### config.mk
export PLATFORM = sky130hd
export DESIGN_NAME = sdpfx_samples
export DESIGN_NICKNAME = d
export VERILOG_FILES = /design/src/rtl/core/sdpfx_pkg.sv /design/src/rtl/core/sdpfx_samples.sv
export SDC_FILE = /design/constraint.sdc
export NUM_CORES = 2
export LEC_CHECK = 0
export ABC_AREA = 1
export BUFFER_PORTS_ARGS = -buffer_cell sky130_fd_sc_hd__buf_4
export CAP_MARGIN = 0
export CORE_MARGIN = 8
export CORE_UTILIZATION = 35
export DETAILED_ROUTE_END_ITERATION = 12
export REMOVE_ABC_BUFFERS = 1
export SYNTH_ARGS = -nofsm -noshare
export SYNTH_HDL_FRONTEND = slang
export SYNTH_SLANG_ARGS = --single-unit
### constraint.sdc
create_clock -name clk_i -period 11.7 [get_ports clk_i]
set_input_delay 0.585 -clock clk_i [delete_from_list [all_inputs] [get_ports clk_i]]
set_output_delay 0.585 -clock clk_i [all_outputs]
set_load 0.005 [all_outputs]
### src/rtl/core/sdpfx_pkg.sv
// ----------------------------------------------------------------------------
// SDP field extractor package
// Shared types, character codes, prefix tables and divider constants.
// ----------------------------------------------------------------------------
package sdpfx_pkg;

  localparam int unsigned AddrTextMax = 15;

  localparam logic [7:0] ChLf    = 8'h0A;
  localparam logic [7:0] ChCr    = 8'h0D;
  localparam logic [7:0] ChSpace = 8'h20;
  localparam logic [7:0] ChDot   = 8'h2E;
  localparam logic [7:0] ChSlash = 8'h2F;
  localparam logic [7:0] ChZero  = 8'h30;
  localparam logic [7:0] ChNine  = 8'h39;
  localparam logic [7:0] ChEq    = 8'h3D;
  localparam logic [7:0] ChUpL   = 8'h4C;
  localparam logic [7:0] ChA     = 8'h61;
  localparam logic [7:0] ChC     = 8'h63;
  localparam logic [7:0] ChM     = 8'h6D;
  localparam logic [7:0] ChO     = 8'h6F;

  localparam logic [6:0]  FractionStart = 7'd100;
  localparam logic [15:0] UsPerMs       = 16'd1000;
  // floor(x / 1e6) == (x * RecipMul) >> RecipShift for every 32-bit x
  localparam logic [30:0] RecipMul      = 31'd1125899907;
  localparam int unsigned RecipShift    = 50;

  localparam logic [3:0] PhaseStart     = 4'd0;
  localparam logic [3:0] PhaseSecond    = 4'd1;
  localparam logic [3:0] PhaseDepth     = 4'd2;
  localparam logic [3:0] PhaseRate      = 4'd3;
  localparam logic [3:0] PhaseChan      = 4'd4;
  localparam logic [3:0] PhaseDone      = 4'd5;
  localparam logic [3:0] PhaseInAddr    = 4'd7;
  localparam logic [3:0] PhaseAfterSlash = 4'd8;

  typedef enum logic [2:0] {
    KIND_NONE, KIND_O, KIND_C, KIND_M, KIND_A
  } line_kind_e;

  typedef enum logic [2:0] {
    BODY_NONE, BODY_PORT, BODY_RTPMAP, BODY_SSRC, BODY_PTIME, BODY_DOMAIN, BODY_SYNC
  } body_kind_e;

  typedef struct packed {
    logic [31:0] origin_address;
    logic [31:0] connection_address;
    logic [15:0] media_port;
    logic [7:0]  sample_bits;
    logic [31:0] sample_rate_hz;
    logic [7:0]  channel_total;
    logic [31:0] ssrc_value;
    logic [15:0] packet_samples;
    logic [7:0]  clock_domain;
    logic        clock_domain_seen;
    logic [31:0] sync_timestamp;
    logic        sync_time_seen;
  } fields_t;

  function automatic logic [4:0] prefix_size(input logic [2:0] k);
    logic [4:0] n;
    case (k)
      3'd0:    n = 5'd6;
      3'd1:    n = 5'd7;
      3'd2:    n = 5'd5;
      3'd3:    n = 5'd6;
      3'd4:    n = 5'd19;
      3'd5:    n = 5'd10;
      default: n = 5'd0;
    endcase
    return n;
  endfunction

  function automatic logic [7:0] prefix_char(input logic [2:0] k, input logic [4:0] i);
    logic [8*19-1:0] txt;
    logic [4:0]      idx;
    case (k)
      3'd0:    txt = {"audio ", {13{8'h00}}};
      3'd1:    txt = {"rtpmap:", {12{8'h00}}};
      3'd2:    txt = {"ssrc:", {14{8'h00}}};
      3'd3:    txt = {"ptime:", {13{8'h00}}};
      3'd4:    txt = "clock-domain:PTPv2 ";
      3'd5:    txt = {"sync-time:", {9{8'h00}}};
      default: txt = '0;
    endcase
    idx = 5'd18 - i;
    if (i > 5'd18) begin
      return 8'h00;
    end
    return txt[8*idx +: 8];
  endfunction

  function automatic logic [7:0] marker_char(input logic [2:0] i);
    logic [8*7-1:0] txt;
    logic [2:0]     idx;
    txt = "IN IP4 ";
    idx = 3'd6 - i;
    if (i > 3'd6) begin
      return 8'h00;
    end
    return txt[8*idx +: 8];
  endfunction

endpackage

### src/rtl/core/sdpfx_samples.sv
// ----------------------------------------------------------------------------
// SDP field extractor samples-per-packet stage
// Two registered steps: ptime times rate, then divide by one million
// through a reciprocal multiply unless the rate is zero; holds the result register.
// ----------------------------------------------------------------------------
module sdpfx_samples (
  input  logic                clk_i,
  input  logic                rst_ni,
  input  logic                advance_i,
  input  logic                valid_i,
  input  sdpfx_pkg::fields_t  fields_i,
  output logic                valid_o,
  output sdpfx_pkg::fields_t  fields_o
);

  logic [47:0]        prod_full;
  logic [62:0]        quo_full;
  logic [31:0]        prod_q;
  logic               prod_valid_q;
  sdpfx_pkg::fields_t prod_fields_q;
  sdpfx_pkg::fields_t out_d, out_q;
  logic               out_valid_q;

  assign prod_full = {32'h0, fields_i.packet_samples} * {16'h0, fields_i.sample_rate_hz};
  assign quo_full  = {31'h0, prod_q} * {32'h0, sdpfx_pkg::RecipMul};

  always_comb begin
    out_d = prod_fields_q;
    if (prod_fields_q.sample_rate_hz != 32'd0) begin
      out_d.packet_samples = 16'(quo_full[62:sdpfx_pkg::RecipShift]);
    end
  end

  always_ff @(posedge clk_i or negedge rst_ni) begin
    if (!rst_ni) begin
      prod_valid_q <= 1'b0;
      out_valid_q  <= 1'b0;
    end else if (advance_i) begin
      prod_valid_q <= valid_i;
      out_valid_q  <= prod_valid_q;
    end
  end

  always_ff @(posedge clk_i) begin
    if (advance_i) begin
      prod_q        <= prod_full[31:0];
      prod_fields_q <= fields_i;
      out_q         <= out_d;
    end
  end

  assign valid_o  = out_valid_q;
  assign fields_o = out_q;

endmodule

-- Word level (Yosys, flattened, before mapping)
Cells that the tools add are included.
- bits of input ports: 222
- output and inout port bits: 219
- flip-flop bits (word level): 470
- $mul: 2
- reduce and logical (&&, ||, !) cells: 1
- mux-type cells: 1
- operators by type and width (kind ; count):
    $mul 32x31->63 const B ; 1
    $mul 16x32->32 ; 1
    $reduce_bool 32->1 ; 1
    $mux 13 ; 1

-- Depth between registers and ports, before layout
- word-level depth: 2
- mapped depth: 28
- depth with buffers taken out: 28

-- Worst setup path after synthesis
No wires, ideal clock.
- path type: register to register
- from: register prod_q[20]
- to: register out_q, in the netlist fields_o[50], data pin
- cell stages (with the launch flop): 24
- arrival: 5890 ps
- slack: 5557 ps
- required time: 11447 ps
- buffers on the path: 0
- cell sequence: edfxtp_1 inv_1 fa_1 inv_1 fa_1 inv_1 fa_1 fa_1 inv_1 fa_1 fa_1 fa_1 inv_1 fa_1 inv_1 ha_1 nand2_1 nor4_1 and3_1 nand2_1 nand2_1 nand2_1 nand3_1 nand2_1
- RTL lines (element ; RTL line ; text):
    from (decl) ; sdpfx_samples.sv:18 ; logic [31:0] prod_q;
    from (signal assigned) ; sdpfx_samples.sv:46 ; prod_q <= prod_full[31:0];
    to (signal assigned) ; sdpfx_samples.sv:48 ; out_q <= out_d;
    to (decl) ; sdpfx_samples.sv:21 ; sdpfx_pkg::fields_t out_d, out_q;

==> impl_metrics.prom <==
# TYPE chip_impl_metric gauge
chip_impl_metric{name="synth_sequential_area_ratio",unit="%"} 32.4
chip_impl_metric{name="crit_required",unit="ns"} 12.02
chip_impl_info{name="clock_tree.root_cell",value="sky130_fd_sc_hd__clkbuf_16"} 1
chip_impl_metric{name="clk_path_buf_depth",unit=""} 3
chip_impl_metric{name="first_iter_violations",unit=""} 1932
chip_impl_metric{name="cts.sinks",unit=""} 470
chip_impl_metric{name="synth.lib_cells_used.distinct",unit=""} 50
chip_impl_metric{name="firstDrtPassIters",unit=""} 5
chip_impl_metric{name="detail_route.drc_violations",unit=""} 0
chip_impl_info{name="cpMostUsedCell",value="sky130_fd_sc_hd__fa_1"} 1
chip_impl_metric{name="fp.dieArea",unit="um2"} 136000
chip_impl_metric{name="floorplan.rows",unit=""} 129
chip_impl_metric{name="place_congestion",unit=""} 0.937
chip_impl_metric{name="worst-slew-pin-transition",unit="ns"} 0.990
chip_impl_metric{name="cpPeakStageDelay",unit="ns"} 0.72
chip_impl_metric{name="aggregate_global_routing_overflow",unit=""} 0
chip_impl_metric{name="grt_antenna_before_repair",unit=""} 8
chip_impl_metric{name="effective_utilization_at_floorplan",unit="%"} 35.2
chip_impl_metric{name="synthToLayoutAreaGrowth",unit="%"} 15.7
chip_impl_info{name="most-common-layout-cells",value="sky130_fd_sc_hd__inv_1 (1020), sky130_fd_sc_hd__nand2_1 (790), sky130_fd_sc_hd__fa_1 (672)"} 1
chip_impl_metric{name="clock-skew-final",unit="ns"} 0.0539
chip_impl_metric{name="synth_cells",unit=""} 4050
chip_impl_info{name="hold_path_class",value="in2reg"} 1
chip_impl_metric{name="port_buffers",unit=""} 440
chip_impl_metric{name="fraction_of_the_cycle_the_final_worst_path_needs",unit="%"} 63.2
chip_impl_info{name="timing.critical_path.cells",value="inv_1 > fa_1 > inv_1 > fa_1 > inv_1 > fa_1 > fa_1 > inv_1 > fa_1 > fa_1 > fa_1 > inv_1 > fa_1 > inv_1 > ha_1 > a21oi_1 > o21ai_0 > a21oi_1 > nand3_1 > nand2_1 > nand3_1 > nand3_1 > nand2_1"} 1
chip_impl_metric{name="total_number_of_yosys_warnings",unit=""} 0
chip_impl_metric{name="register_area",unit="um2"} 14100
chip_impl_metric{name="largest_net_degree_at_the_start_of_global_routing",unit=""} 179
chip_impl_metric{name="holdPathStages",unit=""} 1
chip_impl_metric{name="chipHeight",unit="um"} 368
chip_impl_metric{name="drt_wl_total",unit="mm"} 133
chip_impl_info{name="crit_slowest_cell",value="sky130_fd_sc_hd__edfxtp_1"} 1
chip_impl_metric{name="globalRouteTotalUtil",unit="%"} 19.3
chip_impl_info{name="run_status",value="complete, no violations"} 1
chip_impl_metric{name="design.core.area",unit="um2"} 123000
chip_impl_metric{name="synth-edff-count",unit=""} 468
chip_impl_metric{name="number_of_global_route_vias_before_repair",unit=""} 31729
chip_impl_metric{name="maxCapViolations",unit=""} 0
chip_impl_info{name="endpoint_kind",value="register"} 1
chip_impl_info{name="layout_commonest_cell",value="sky130_fd_sc_hd__inv_1"} 1
chip_impl_metric{name="path_max_fanout",unit=""} 10
chip_impl_metric{name="fillerInstances",unit=""} 11953
chip_impl_info{name="critical_path_class",value="reg2reg"} 1
chip_impl_metric{name="finalSetupViolCount",unit=""} 0
chip_impl_metric{name="reg2reg_depth",unit=""} 23
chip_impl_metric{name="clock_tree.htree_level_count",unit=""} 2
chip_impl_metric{name="ioPinCount",unit=""} 441
chip_impl_info{name="rsz0062_at_grt",value="false"} 1
chip_impl_metric{name="synth_area_per_cell",unit="um2"} 10.7
chip_impl_metric{name="max_slew_headroom",unit="%"} 34.0
chip_impl_metric{name="netlist_area",unit="um2"} 43500
chip_impl_metric{name="multi_input_comb_area",unit="um2"} 25200
chip_impl_metric{name="post_drt_wl_per_cell",unit="um"} 21.7
chip_impl_metric{name="max_freq",unit="MHz"} 135
chip_impl_metric{name="min_period",unit="ns"} 7.40
chip_impl_metric{name="drv_slew",unit=""} 0
chip_impl_metric{name="drt.antenna.violating_nets",unit=""} 0
chip_impl_metric{name="final.setup.tns",unit="ns"} 0
chip_impl_metric{name="die_w",unit="um"} 368
chip_impl_info{name="synth-main-ff-cell",value="sky130_fd_sc_hd__edfxtp_1"} 1
chip_impl_metric{name="first_pass_grt_wire_length",unit="mm"} 199
chip_impl_info{name="tritoncts",value="yes"} 1
chip_impl_metric{name="clk_latency",unit="ns"} 0.62
chip_impl_metric{name="cts_inserted_buffers",unit=""} 48
chip_impl_metric{name="routed_via_count",unit=""} 29266
chip_impl_metric{name="worst_ep_arrival_time",unit="ns"} 7.72
chip_impl_metric{name="dp_hpwl",unit="mm"} 109
chip_impl_metric{name="synth-seq-cells",unit=""} 470
chip_impl_metric{name="vias_per_cell",unit=""} 4.77
chip_impl_metric{name="nNetsFinal",unit=""} 5793
chip_impl_metric{name="final_layout_size_suffix_gt1_share",unit="%"} 13.0
chip_impl_metric{name="worst_setup_hold_path_clk_slew",unit="ns"} 0.07
chip_impl_metric{name="post_cts_buffers",unit=""} 0
chip_impl_metric{name="ys_async_sr_fraction",unit="%"} 0.426
chip_impl_metric{name="hold_viol_final",unit=""} 0
chip_impl_info{name="critPathLaunchType",value="register"} 1
==> worst max-delay path, delay by kind of cell (launching register included) <==
family / cells / cell delay (ns)
buffers and inverters: 6 / 0.58
AOI/OAI and AO/OA: 3 / 0.82
and+or+nand+nor: 5 / 0.73
adders and majority gates: 9 / 4.26
DFF: 1 / 0.72
==> sequential cells by signal, indices dropped and copies added (netlist names) <==
signal and flops:
fields_o 218, out_d 202, prod_q 32, prod_fields_q 16, prod_valid_q 1, valid_o 1
==> through the flow <==
stage / hold slack (ns) / worst slack (ns) / util [%] / cell area [um2] / std cells
6_report: 0.137 / 4.30 / 40.7 / 50300 / 6141
5_1_grt: 0.0967 / 3.94 / 40.7 / 50300 / 6140
4_1_cts: 0.0848 / 4.25 / 40.7 / 50300 / 6138
3_5_place_dp: 0.370 / 4.34 / 39.3 / 48500 / 6047
3_3_place_gp: 0.368 / 4.33 / 39.3 / 48500 / 6047
2_1_floorplan: 0.289 / 5.55 / - / 43100 / 3965
==> repair_timing <==
action / 4_1_cts / 5_1_grt
resized for setup: 0 / 0
hold buffers: 1 / 0
hold endpoints to repair: 2 / 0
==> cell families after synthesis <==
group / count (synthesis) / synth area share (%)
compound gates: 222 / 2.85
xor+xnor: 58 / 1.17
fa+ha+maj: 1110 / 43.6
buf+inv: 1110 / 9.66
flops: 470 / 32.4
simple gates: 1080 / 10.3
==> per-layer routing <==
layer,up-vias,global-route usage (%),routed length [um],share of wire [%]
li1,13253,-,-,-
met1,14928,25.9,57000,43
met2,888,33.0,65100,49
met3,197,2.54,7220,5.4
met4,0,5.06,3820,2.9
met5,-,0,0,0
==> synthesized netlist by cell type (4+ instances only) <==
cell	n	area (um2)
sky130_fd_sc_hd__nor3_2	6	60.1
sky130_fd_sc_hd__or2_2	8	50.1
sky130_fd_sc_hd__o21ai_0	68	340
sky130_fd_sc_hd__xor2_1	41	359
sky130_fd_sc_hd__fa_1	672	13500
sky130_fd_sc_hd__a21o_1	9	67.6
sky130_fd_sc_hd__a21oi_1	109	546
sky130_fd_sc_hd__nand3b_1	7	52.6
sky130_fd_sc_hd__nand4_1	14	87.6
sky130_fd_sc_hd__edfxtp_1	468	14100
sky130_fd_sc_hd__nor4_1	9	56.3
sky130_fd_sc_hd__nand3_1	81	405
sky130_fd_sc_hd__nand2_1	790	2970
sky130_fd_sc_hd__and3_1	4	25.0
sky130_fd_sc_hd__nand2_2	15	93.8
sky130_fd_sc_hd__inv_1	1020	3830
sky130_fd_sc_hd__nor2_2	11	68.8
sky130_fd_sc_hd__buf_4	7	52.6
sky130_fd_sc_hd__buf_2	5	25.0
sky130_fd_sc_hd__xnor2_1	17	149
sky130_fd_sc_hd__clkbuf_1	70	263
sky130_fd_sc_hd__nor3_1	16	80.1
sky130_fd_sc_hd__nor2_1	106	398
sky130_fd_sc_hd__ha_1	438	5480
sky130_fd_sc_hd__inv_2	5	18.8
sky130_fd_sc_hd__o21bai_1	14	105
==> layout make-up <==
type | instances | area share, %
multi-input combinational | 2470 | 50.0
timing repair buffer | 446 | 6.70
tap | 1637 | 4.07
antenna | 3 | 0.0149
clock inverter | 38 | 1.06
clock buffer | 52 | 2.42
sequential | 470 | 28.0
inverter | 1025 | 7.65
==> final timing paths <==
kind                       slack [ns]            to          start
setup / recovery                 4.30  fields_o[51]      prod_q[8]
hold / removal                   0.14    out_d[147]  fields_i[147]
setup reg to reg                 4.30  fields_o[51]      prod_q[8]
hold reg to reg                  0.41  fields_o[88]      out_d[88]
max in group asynchronous       11.30  prod_valid_q         rst_ni
min in group asynchronous        0.31       valid_o         rst_ni
Power is not shown: default switching activity piles up to over one toggle a cycle in this logic, so the estimate is an artifact.
