==> src/rtl/core/sdpfx_pkg.sv <==
// ----------------------------------------------------------------------------
// SDP field extractor package
// Shared types, character codes, prefix tables and divider constants.
// ----------------------------------------------------------------------------
package sdpfx_pkg;

  localparam int unsigned AddrTextMax = 15;

  localparam logic [7:0] ChLf    = 8'h0A;
  localparam logic [7:0] ChCr    = 8'h0D;
  localparam logic [7:0] ChSpace = 8'h20;
  localparam logic [7:0] ChDot   = 8'h2E;
  localparam logic [7:0] ChSlash = 8'h2F;
  localparam logic [7:0] ChZero  = 8'h30;
  localparam logic [7:0] ChNine  = 8'h39;
  localparam logic [7:0] ChEq    = 8'h3D;
  localparam logic [7:0] ChUpL   = 8'h4C;
  localparam logic [7:0] ChA     = 8'h61;
  localparam logic [7:0] ChC     = 8'h63;
  localparam logic [7:0] ChM     = 8'h6D;
  localparam logic [7:0] ChO     = 8'h6F;

  localparam logic [6:0]  FractionStart = 7'd100;
  localparam logic [15:0] UsPerMs       = 16'd1000;
  // floor(x / 1e6) == (x * RecipMul) >> RecipShift for every 32-bit x
  localparam logic [30:0] RecipMul      = 31'd1125899907;
  localparam int unsigned RecipShift    = 50;

  localparam logic [3:0] PhaseStart     = 4'd0;
  localparam logic [3:0] PhaseSecond    = 4'd1;
  localparam logic [3:0] PhaseDepth     = 4'd2;
  localparam logic [3:0] PhaseRate      = 4'd3;
  localparam logic [3:0] PhaseChan      = 4'd4;
  localparam logic [3:0] PhaseDone      = 4'd5;
  localparam logic [3:0] PhaseInAddr    = 4'd7;
  localparam logic [3:0] PhaseAfterSlash = 4'd8;

  typedef enum logic [2:0] {
    KIND_NONE, KIND_O, KIND_C, KIND_M, KIND_A
  } line_kind_e;

  typedef enum logic [2:0] {
    BODY_NONE, BODY_PORT, BODY_RTPMAP, BODY_SSRC, BODY_PTIME, BODY_DOMAIN, BODY_SYNC
  } body_kind_e;

  typedef struct packed {
    logic [31:0] origin_address;
    logic [31:0] connection_address;
    logic [15:0] media_port;
    logic [7:0]  sample_bits;
    logic [31:0] sample_rate_hz;
    logic [7:0]  channel_total;
    logic [31:0] ssrc_value;
    logic [15:0] packet_samples;
    logic [7:0]  clock_domain;
    logic        clock_domain_seen;
    logic [31:0] sync_timestamp;
    logic        sync_time_seen;
  } fields_t;

  function automatic logic [4:0] prefix_size(input logic [2:0] k);
    logic [4:0] n;
    case (k)
      3'd0:    n = 5'd6;
      3'd1:    n = 5'd7;
      3'd2:    n = 5'd5;
      3'd3:    n = 5'd6;
      3'd4:    n = 5'd19;
      3'd5:    n = 5'd10;
      default: n = 5'd0;
    endcase
    return n;
  endfunction

  function automatic logic [7:0] prefix_char(input logic [2:0] k, input logic [4:0] i);
    logic [8*19-1:0] txt;
    logic [4:0]      idx;
    case (k)
      3'd0:    txt = {"audio ", {13{8'h00}}};
      3'd1:    txt = {"rtpmap:", {12{8'h00}}};
      3'd2:    txt = {"ssrc:", {14{8'h00}}};
      3'd3:    txt = {"ptime:", {13{8'h00}}};
      3'd4:    txt = "clock-domain:PTPv2 ";
      3'd5:    txt = {"sync-time:", {9{8'h00}}};
      default: txt = '0;
    endcase
    idx = 5'd18 - i;
    if (i > 5'd18) begin
      return 8'h00;
    end
    return txt[8*idx +: 8];
  endfunction

  function automatic logic [7:0] marker_char(input logic [2:0] i);
    logic [8*7-1:0] txt;
    logic [2:0]     idx;
    txt = "IN IP4 ";
    idx = 3'd6 - i;
    if (i > 3'd6) begin
      return 8'h00;
    end
    return txt[8*idx +: 8];
  endfunction

endpackage

==> src/rtl/core/sdpfx_parser.sv <==
// ----------------------------------------------------------------------------
// SDP field extractor parser
// One character per cycle while advance_i is high: line splitting, prefix matching, number and
// address accumulation; snapshots the fields on the final character.
// ----------------------------------------------------------------------------
module sdpfx_parser (
  input  logic                clk_i,
  input  logic                rst_ni,
  input  logic                advance_i,
  input  logic                valid_i,
  input  logic [7:0]          char_i,
  input  logic                last_i,
  output logic                valid_o,
  output sdpfx_pkg::fields_t  fields_o
);

  typedef struct packed {
    logic                   held;
    logic [4:0]             pos;
    sdpfx_pkg::line_kind_e  kind;
    logic [3:0]             phase;
    logic [5:0]             hits;
    sdpfx_pkg::body_kind_e  body;
    logic [15:0]            num;
    logic [9:0]             frac;
    logic [6:0]             scale;
    logic [23:0]            dotted;
    logic [8:0]             octet;
    logic [1:0]             dots;
    logic                   addr_ok;
    logic                   grp;
    logic [4:0]             tlen;
    sdpfx_pkg::fields_t     f;
  } pstate_t;

  function automatic pstate_t reset_state();
    pstate_t s;
    s         = '0;
    s.kind    = sdpfx_pkg::KIND_NONE;
    s.body    = sdpfx_pkg::BODY_NONE;
    s.scale   = sdpfx_pkg::FractionStart;
    s.addr_ok = 1'b1;
    return s;
  endfunction

  function automatic logic is_digit(input logic [7:0] c);
    return (c >= sdpfx_pkg::ChZero) && (c <= sdpfx_pkg::ChNine);
  endfunction

  function automatic pstate_t token_clear(input pstate_t s);
    s.dotted  = '0;
    s.octet   = '0;
    s.dots    = '0;
    s.addr_ok = 1'b1;
    s.grp     = 1'b0;
    s.tlen    = '0;
    return s;
  endfunction

  function automatic pstate_t token_feed(input pstate_t s, input logic [7:0] c);
    logic [11:0] oct;
    oct = {3'b000, s.octet} * 12'd10 + {8'h00, c[3:0]};
    if (s.tlen != 5'd31) begin
      s.tlen = s.tlen + 5'd1;
    end
    if (is_digit(c)) begin
      if (oct > 12'd255) begin
        s.addr_ok = 1'b0;
        s.octet   = 9'd256;
      end else begin
        s.octet = oct[8:0];
      end
      s.grp = 1'b1;
    end else if (c == sdpfx_pkg::ChDot && s.grp && s.dots != 2'd3) begin
      s.dotted = {s.dotted[15:0], s.octet[7:0]};
      s.dots   = s.dots + 2'd1;
      s.octet  = '0;
      s.grp    = 1'b0;
    end else begin
      s.addr_ok = 1'b0;
    end
    return s;
  endfunction

  function automatic logic token_ok(input pstate_t s);
    return s.addr_ok && s.dots == 2'd3 && s.grp &&
           s.tlen <= 5'(sdpfx_pkg::AddrTextMax);
  endfunction

  function automatic pstate_t body_start(input pstate_t s, input sdpfx_pkg::body_kind_e b);
    s.body  = b;
    s.phase = sdpfx_pkg::PhaseStart;
    s.hits  = '0;
    case (b)
      sdpfx_pkg::BODY_PORT: s.f.media_port = '0;
      sdpfx_pkg::BODY_SSRC: s.f.ssrc_value = '0;
      sdpfx_pkg::BODY_PTIME: begin
        s.num              = '0;
        s.frac             = '0;
        s.scale            = sdpfx_pkg::FractionStart;
        s.f.packet_samples = '0;
      end
      sdpfx_pkg::BODY_DOMAIN: begin
        s.f.clock_domain      = '0;
        s.f.clock_domain_seen = 1'b1;
      end
      sdpfx_pkg::BODY_SYNC: begin
        s.f.sync_timestamp = '0;
        s.f.sync_time_seen = 1'b1;
      end
      default: ;
    endcase
    return s;
  endfunction

  function automatic pstate_t body_feed(input pstate_t s, input logic [7:0] c);
    logic       dg;
    logic [3:0] d;
    logic [9:0] fr;
    dg = is_digit(c);
    d  = dg ? c[3:0] : 4'd0;
    fr = 10'(d) * 10'(s.scale);
    case (s.body)
      sdpfx_pkg::BODY_RTPMAP: begin
        if (s.phase == sdpfx_pkg::PhaseStart && dg) begin
          // payload type digits: skip
        end else if (s.phase == sdpfx_pkg::PhaseStart && c == sdpfx_pkg::ChSpace) begin
          s.phase = sdpfx_pkg::PhaseSecond;
        end else if (s.phase == sdpfx_pkg::PhaseStart || s.phase == sdpfx_pkg::PhaseSecond) begin
          if (c == sdpfx_pkg::ChUpL) begin
            s.f.sample_bits    = '0;
            s.f.sample_rate_hz = '0;
            s.f.channel_total  = '0;
            s.phase            = sdpfx_pkg::PhaseDepth;
          end else begin
            s.phase = sdpfx_pkg::PhaseDone;
          end
        end else if (s.phase == sdpfx_pkg::PhaseDepth || s.phase == sdpfx_pkg::PhaseRate ||
                     s.phase == sdpfx_pkg::PhaseChan) begin
          if (dg) begin
            if (s.phase == sdpfx_pkg::PhaseDepth) begin
              s.f.sample_bits = s.f.sample_bits * 8'd10 + 8'(d);
            end else if (s.phase == sdpfx_pkg::PhaseRate) begin
              s.f.sample_rate_hz = s.f.sample_rate_hz * 32'd10 + 32'(d);
            end else begin
              s.f.channel_total = s.f.channel_total * 8'd10 + 8'(d);
            end
          end else if (c == sdpfx_pkg::ChSlash && s.phase != sdpfx_pkg::PhaseChan) begin
            s.phase = s.phase + 4'd1;
          end else begin
            s.phase = sdpfx_pkg::PhaseDone;
          end
        end
      end
      sdpfx_pkg::BODY_PTIME: begin
        if (s.phase == sdpfx_pkg::PhaseStart) begin
          if (dg) begin
            s.num = s.num * 16'd10 + 16'(d);
          end else begin
            s.phase = (c == sdpfx_pkg::ChDot) ? sdpfx_pkg::PhaseSecond : sdpfx_pkg::PhaseDone;
          end
        end else if (s.phase == sdpfx_pkg::PhaseSecond) begin
          if (dg && s.scale != 7'd0) begin
            s.frac = s.frac + fr;
            case (s.scale)
              7'd100:  s.scale = 7'd10;
              7'd10:   s.scale = 7'd1;
              default: s.scale = 7'd0;
            endcase
          end else begin
            s.phase = sdpfx_pkg::PhaseDone;
          end
        end
        s.f.packet_samples = s.num * sdpfx_pkg::UsPerMs + 16'(s.frac);
      end
      sdpfx_pkg::BODY_PORT, sdpfx_pkg::BODY_SSRC, sdpfx_pkg::BODY_DOMAIN,
      sdpfx_pkg::BODY_SYNC: begin
        if (s.phase == sdpfx_pkg::PhaseStart) begin
          if (!dg) begin
            s.phase = sdpfx_pkg::PhaseDone;
          end else if (s.body == sdpfx_pkg::BODY_PORT) begin
            s.f.media_port = s.f.media_port * 16'd10 + 16'(d);
          end else if (s.body == sdpfx_pkg::BODY_SSRC) begin
            s.f.ssrc_value = s.f.ssrc_value * 32'd10 + 32'(d);
          end else if (s.body == sdpfx_pkg::BODY_DOMAIN) begin
            s.f.clock_domain = s.f.clock_domain * 8'd10 + 8'(d);
          end else begin
            s.f.sync_timestamp = s.f.sync_timestamp * 32'd10 + 32'(d);
          end
        end
      end
      default: ;
    endcase
    return s;
  endfunction

  function automatic pstate_t value_char(input pstate_t s, input logic [7:0] c,
                                         input logic [4:0] vi);
    logic [3:0]            ph;
    logic                  done;
    logic                  start;
    logic                  feed;
    sdpfx_pkg::body_kind_e nb;
    logic [4:0]            len;
    done  = 1'b0;
    start = 1'b0;
    feed  = 1'b0;
    nb    = sdpfx_pkg::BODY_NONE;
    ph    = s.phase;
    case (s.kind)
      sdpfx_pkg::KIND_O: begin
        if (c == sdpfx_pkg::ChSpace) s = token_clear(s);
        else s = token_feed(s, c);
      end
      sdpfx_pkg::KIND_C: begin
        if (s.phase < sdpfx_pkg::PhaseInAddr) begin
          // fall back along the marker on mismatch
          for (int i = 0; i < 2; i++) begin
            if (ph != 4'd0 && c != sdpfx_pkg::marker_char(ph[2:0])) begin
              ph = (ph == 4'd4) ? 4'd1 : 4'd0;
            end
          end
          if (c == sdpfx_pkg::marker_char(ph[2:0])) ph = ph + 4'd1;
          s.phase = ph;
          if (ph == sdpfx_pkg::PhaseInAddr) s = token_clear(s);
        end else if (s.phase == sdpfx_pkg::PhaseInAddr) begin
          if (c == sdpfx_pkg::ChSlash) s.phase = sdpfx_pkg::PhaseAfterSlash;
          else s = token_feed(s, c);
        end
      end
      sdpfx_pkg::KIND_M, sdpfx_pkg::KIND_A: begin
        if (s.body != sdpfx_pkg::BODY_NONE) begin
          s = body_feed(s, c);
        end else begin
          for (int k = 0; k < 6; k++) begin
            len = sdpfx_pkg::prefix_size(3'(k));
            if (!done && s.hits[k]) begin
              if (vi < len) begin
                if (c != sdpfx_pkg::prefix_char(3'(k), vi)) begin
                  s.hits[k] = 1'b0;
                end else if (k == 4 && vi + 5'd1 == len) begin
                  start = 1'b1;
                  nb    = sdpfx_pkg::BODY_DOMAIN;
                  done  = 1'b1;
                end
              end else if (vi == len) begin
                start = 1'b1;
                feed  = 1'b1;
                nb    = sdpfx_pkg::body_kind_e'(3'(k + 1));
                done  = 1'b1;
              end
            end
          end
          if (start) s = body_start(s, nb);
          if (feed) s = body_feed(s, c);
        end
      end
      default: ;
    endcase
    return s;
  endfunction

  function automatic pstate_t line_char(input pstate_t s, input logic [7:0] c);
    if (s.pos == 5'd0) begin
      case (c)
        sdpfx_pkg::ChO: s.kind = sdpfx_pkg::KIND_O;
        sdpfx_pkg::ChC: s.kind = sdpfx_pkg::KIND_C;
        sdpfx_pkg::ChM: s.kind = sdpfx_pkg::KIND_M;
        sdpfx_pkg::ChA: s.kind = sdpfx_pkg::KIND_A;
        default:        s.kind = sdpfx_pkg::KIND_NONE;
      endcase
      s.hits = (s.kind == sdpfx_pkg::KIND_M) ? 6'h01 :
               (s.kind == sdpfx_pkg::KIND_A) ? 6'h3E : 6'h00;
    end else if (s.pos == 5'd1) begin
      if (c != sdpfx_pkg::ChEq) s.kind = sdpfx_pkg::KIND_NONE;
    end else if (s.kind != sdpfx_pkg::KIND_NONE) begin
      s = value_char(s, c, s.pos - 5'd2);
    end
    if (s.pos != 5'd31) s.pos = s.pos + 5'd1;
    return s;
  endfunction

  function automatic pstate_t line_end(input pstate_t s);
    if (s.pos >= 5'd2) begin
      if (s.kind == sdpfx_pkg::KIND_O && token_ok(s)) begin
        s.f.origin_address = {s.dotted, s.octet[7:0]};
      end else if (s.kind == sdpfx_pkg::KIND_C && s.phase >= sdpfx_pkg::PhaseInAddr &&
                   token_ok(s)) begin
        s.f.connection_address = {s.dotted, s.octet[7:0]};
      end
    end
    s.pos   = '0;
    s.kind  = sdpfx_pkg::KIND_NONE;
    s.phase = sdpfx_pkg::PhaseStart;
    s.hits  = '0;
    s.body  = sdpfx_pkg::BODY_NONE;
    s       = token_clear(s);
    return s;
  endfunction

  pstate_t            state_q, state_d;
  sdpfx_pkg::fields_t snap_d, fields_q;
  logic               valid_q;

  always_comb begin
    state_d = state_q;
    // a held CR that is not followed by LF is plain text
    if (state_q.held && char_i != sdpfx_pkg::ChLf) begin
      state_d.held = 1'b0;
      state_d      = line_char(state_d, sdpfx_pkg::ChCr);
    end
    state_d.held = 1'b0;
    if (char_i == sdpfx_pkg::ChLf) begin
      state_d = line_end(state_d);
    end else if (char_i == sdpfx_pkg::ChCr) begin
      state_d.held = 1'b1;
    end else begin
      state_d = line_char(state_d, char_i);
    end
    snap_d = state_d.f;
    if (last_i) begin
      state_d.held = 1'b0;
      state_d      = line_end(state_d);
      snap_d       = state_d.f;
      state_d      = reset_state();
    end
  end

  always_ff @(posedge clk_i or negedge rst_ni) begin
    if (!rst_ni) begin
      state_q <= reset_state();
      valid_q <= 1'b0;
    end else if (advance_i) begin
      valid_q <= valid_i && last_i;
      if (valid_i) state_q <= state_d;
    end
  end

  always_ff @(posedge clk_i) begin
    if (advance_i) fields_q <= snap_d;
  end

  assign valid_o  = valid_q;
  assign fields_o = fields_q;

endmodule

==> config.mk <==
export PLATFORM = sky130hd
export DESIGN_NAME = sdpfx_parser
export DESIGN_NICKNAME = d
export VERILOG_FILES = /design/src/rtl/core/sdpfx_pkg.sv /design/src/rtl/core/sdpfx_parser.sv
export SDC_FILE = /design/constraint.sdc
export NUM_CORES = 2
export LEC_CHECK = 0
export ABC_CLOCK_PERIOD_IN_PS = 36100
export BUFFER_PORTS_ARGS = -buffer_cell sky130_fd_sc_hd__buf_2
export CORE_UTILIZATION = 32
export CTS_CLUSTER_SIZE = 14
export DETAILED_ROUTE_END_ITERATION = 12
export PLACE_DENSITY_LB_ADDON = 0.12
export SLEW_MARGIN = 40
export SYNTH_ARGS = -nofsm -noshare
export SYNTH_HDL_FRONTEND = slang
export SYNTH_SLANG_ARGS = --single-unit
==> constraint.sdc <==
create_clock -name clk_i -period 36.1 [get_ports clk_i]
set_clock_uncertainty 0.2 [all_clocks]
set_input_delay 5.415 -clock clk_i [delete_from_list [all_inputs] [get_ports clk_i]]
set_output_delay 5.415 -clock clk_i [all_outputs]
set_load 0.03 [all_outputs]
; After elaboration in Yosys (flattened, before gate mapping)
; Cells that the tools add are included.
[totals]
register_bits = 534
in_bits = 13
out_inout_bits = 219
[op_classes]
add_sub_neg = 44
n_mul = 23
magnitude_cmp = 29
n_eq_ne = 127
shifts = 18
mux = 1060
n_reduce_logical = 84
[op_table]
columns = operator, count
row1 = 2-to-1 mux 152 bit, 102
row2 = 2-to-1 mux 315 bit, 11
row3 = 2-to-1 mux 314 bit, 10
row4 = 2-to-1 mux 306 bit, 9
row5 = indexed part select 152 x 9 -> 8 bit, 12
row6 = 2-to-1 mux 8 bit, 183
row7 = 2-to-1 mux 260 bit, 4
row8 = 2-to-1 mux 32 bit, 32
row9 = one-hot mux 315 bit (3 select lines), 1
row10 = one-hot mux 314 bit (3 select lines), 1
row11 = 2-to-1 mux 48 bit, 14
row12 = 2-to-1 mux 16 bit, 37
row13 = 2-to-1 mux 296 bit, 2
row14 = 2-to-1 mux 17 bit, 23
row15 = 2-to-1 mux 5 bit, 72
row16 = 2-to-1 mux 1 bit, 354
row17 = "indexed part select 56 x 7 -> 8 bit, first input constant", 6
row18 = 2-to-1 mux 4 bit, 83
row19 = 2-to-1 mux 3 bit, 85
row20 = 2-to-1 mux 225 bit, 1
row21 = 2-to-1 mux 218 bit, 1
row22 = 2-to-1 mux 33 bit, 6
row23 = adder 32 x 4 -> 32 bit, 6
row24 = "multiplier 32 x 3 -> 31 bit, second input constant", 6
row25 = 70 further kinds, 324

; Longest topological paths before layout
[depth]
depth_word = 270
depth_mapped = 51
ltp_nobuf = 46

; Least setup slack after synthesis
; Ideal clock, no wire load.
[synth_timing]
path_kind = input-to-reg
from = in char_i[4]
to = reg state_q[57] (netlist bit)
t_arrival_ps = 16708
required_time_ps = 35779
setup_slack_ps = 19071
stages = 45
path_cell_list = buf_6 > or4_1 > buf_4 > o211ai_1 > mux2i_1 > clkinv_1 > ha_1 > xnor2_1 > nand2_1 > xnor2_1 > mux2i_1 > a21oi_1 > o2111ai_1 > nor4b_2 > nor2_1 > clkbuf_1 > nand2_1 > ha_1 > [... 9 more ...] > fa_1 > ha_1 > inv_1 > o21bai_1 > a21oi_1 > o21bai_1 > xor2_1 > nand2_1 > nor3_1 > nand2_1 > xnor2_1 > xnor2_1 > xnor2_1 > xnor2_1 > xnor2_1 > o22ai_1 > a221o_1 > a22o_1
[synth_between]
elab_chain_len = 101
[synth_lines]
columns = item, line
row1 = "start, declared", sdpfx_parser.sv:11  ; input logic [7:0] char_i,
row2 = branches (longest 99 deep; another with subtractor 5 x 2 -> 5 bit), --
row3 = 2-to-1 mux 315 bit *, sdpfx_parser.sv:313  ; if (char_i == sdpfx_pkg::ChLf) begin
row4 = 2-to-1 mux 315 bit *, sdpfx_parser.sv:321  ; if (last_i) begin
row5 = "end signal, assigned", sdpfx_parser.sv:331  ; state_q <= reset_state();
row6 = "end signal, assigned", sdpfx_parser.sv:335  ; if (valid_i) state_q <= state_d;
row7 = "end, declared", sdpfx_parser.sv:301  ; pstate_t state_q, state_d;
; Every way passes the cells marked *. The select of a mux whose other input is x is not followed.
; A chain may end at the register's enable or synchronous reset.

==> run metrics <==
core area=0.179 sq mm; Global Route Usage Sum=0.230; TritonCTS Sinks=about 530; DRC Markers=0; die area=between 0.15 and 0.2 sq mm; worst slew pin tran=around 0.96 ns; Gate Count Post-Synth=~6.9k; Reg2Reg Depth=40; CP required=approximately 36 ns; io pins=~230; WL met1=96600 um; chip width=428 um; hpwl dp=160000 um; clk root buf=clkbuf_16; max cap viols=0; Post-CTS Setup Inserts=0; number of vias per cell=5.58; Resize count post-CTS=0; Hold WC Path Type=register to register; synthesized area=about 0.058 sq mm; vias=52.5k; top cell type by total area after synthesis=ha_1; Final Hold Fails=0; Critical Path Source Type=input pin; CTS Buf Count=73; Final nets=7832; WS Path Type=input pin to register; Initial Utilization=0.324; share of the synthesized area in the top cell type=0.140; initial antenna violation count=6; Area Overhead vs Synth=11.7%; layout cells sized above 1=0.0873; CTS Hold Bufs=0; Die H=between 400 and 500 um; routed wl met3=10200 um; Top FF cell, synth=dfrtp_1; hold path depth=1; post-route ant nets=0; vias in the first global route=~53k; CTS clk-pin slew, worst paths=around 0.060 ns; largest net degree at the start of global routing=approximately 140; final cell count without fillers=9415; DR iter-0 viols=approximately 4.3k; element type at the critical path end=register; Initial DRT Pass Iterations=6; Mapped Avg Cell Area=8.43 sq um; RSZ-0062 raised after global routing=no; Post-synth EDFFs=218; maximum clock path buffer count=3; minimum clock period=~18 ns; Cells after DPL=just over 9k; CP max FO=38; metal2 WL=102000 um; setup violators final=0; setup TNS=0 ns; cell with the most instances after synthesis=ha_1; synthesized flop and latch total=531; insertion delay to the later sink of the worst-skew pair=roughly 0.74 ns; synth unique cells=~120; Final Max Tran Viols=0; first-pass GRT wire length=~330000 um; Tcrit/Tclk final=0.509; status=finished clean; Syn Nets=between 7k and 8k; top sig layer=met5; Peak Freq=between 0.05 and 0.06 GHz; sequential-to-total area share from yosys stat=0.248; total routed wirelength=215000 um; H-tree depth=3; Leak=30.3 nW; Critical Path Max Stage Delay=0.74 ns; PwrDens=34.9 mW/mm^2; top cells by count, synth=651 x ha_1, 608 x nand2_1, 540 x inv_1, 517 x a21oi_1, 515 x nor2_1; CP dominant cell by count=nor2_1; IO Port Bufs=between 200 and 250; drt wl/cell=22.8 um; peak supply drop=between 0.03 and 0.04 mV; relative slew slack=0.358; Async SR Flop Fraction=0.589; Ys Warns=0; num rows=between 150 and 200; synth top area cells=ha_1 14%, dfrtp_1 13%, edfxtp_1 11%; overall overflow remaining after global route=0; slowest cell on the critical path=a21o_1; CTS tree=done; placer's final routability congestion estimate=0.922; crit path DAT=between 15 and 20 ns
-- layout by cell type (no fill, tap or decap), drive strengths merged, types with 92 or more instances in the layout --
cell / Yosys / routed
and2: 124 / 124
dfrtp: 309 / 309
nand2: 608 / 608
fa: 174 / 174
ha: 651 / 651
clkbuf: 269 / 92
o21ai: 450 / 450
nand3: 189 / 189
buf: 49 / 353
a21oi: 518 / 518
a21o: 103 / 103
inv: 544 / 546
nor2: 516 / 516
nor3: 161 / 161
xnor2: 365 / 365
a22o: 204 / 204
xor2: 173 / 173
edfxtp: 218 / 218
-- power by group --
| group | internal, mW | switching, mW | total (mW) |
|---|---|---|---|
| combinational | 0.250 | 0.494 | 0.744 |
| sequential | 0.673 | 0.0315 | 0.704 |
| clock | 0.487 | 0.331 | 0.817 |
-- path summary, 6_finish.rpt --
check / from / to / slack (ns)
max: char_i[0] / fields_o[162] / 17.73
min: state_q[155] / state_q[155] / 0.28
max reg2reg: state_q[309] / fields_o[162] / 22.05
min reg2reg: state_q[155] / state_q[155] / 0.28
max in group asynchronous: rst_ni / state_q[19] / 29.49
min in group asynchronous: rst_ni / state_q[199] / 4.40
-- final cells by class --
class,count,area (sq um)
clock inverters,44,688
repair buffers,353,2210
multi-input cells,5489,40600
diodes,5,12.5
clock buffers,92,2000
inverters,546,2050
fillers,18429,115000
well taps,2355,2950
flip-flops and latches,531,14400
-- cell families after synthesis --
family / count (synthesis) / share of synthesized area
DFF: 531 / 0.248
AOI/OAI and AO/OA: 1989 / 0.224
adders and majority gates: 826 / 0.200
xor gates and xnor gates: 539 / 0.0816
muxes: 89 / 0.0182
and+or+nand+nor: 2046 / 0.170
buffers and inverters: 864 / 0.0576
-- metrics by stage --
step | util | total power [mW] | cell area, sq um | hold WS (ns) | setup WS, ns
5_1_grt | 0.362 | 2.39 | 64900 | 0.308 | 16.55
3_3_place_gp | 0.346 | 1.46 | 62000 | 0.257 | 17.43
4_1_cts | 0.361 | 2.30 | 64800 | 0.283 | 17.83
3_5_place_dp | 0.346 | 1.46 | 62100 | 0.270 | 17.06
6_report | 0.362 | 2.27 | 64900 | 0.281 | 17.73
2_1_floorplan | - | 1.22 | 58100 | 0.249 | 19.07
-- per-layer routing --
| layer | vias to the layer above | global-route usage |
|---|---|---|
| met5 | - | 0 |
| met4 | 2 | 0.0737 |
| met3 | 269 | 0.0253 |
| met2 | 1419 | 0.389 |
| met1 | 25855 | 0.306 |
| li1 | 24999 | - |
-- sequential cells by signal, summed over array words and instances (netlist names) --
name	flops
state_q	312
fields_o	218
valid_o	1
-- critical path, delay by kind of cell --
kind | cells | cell delay (ns)
mux | 2 | 0.80
buf+inv | 5 | 1.39
xor+xnor | 1 | 0.14
compound gates | 11 | 3.16
simple gates | 18 | 5.80
fa+ha+maj | 3 | 1.86
(Power assumes the default switching activity.)
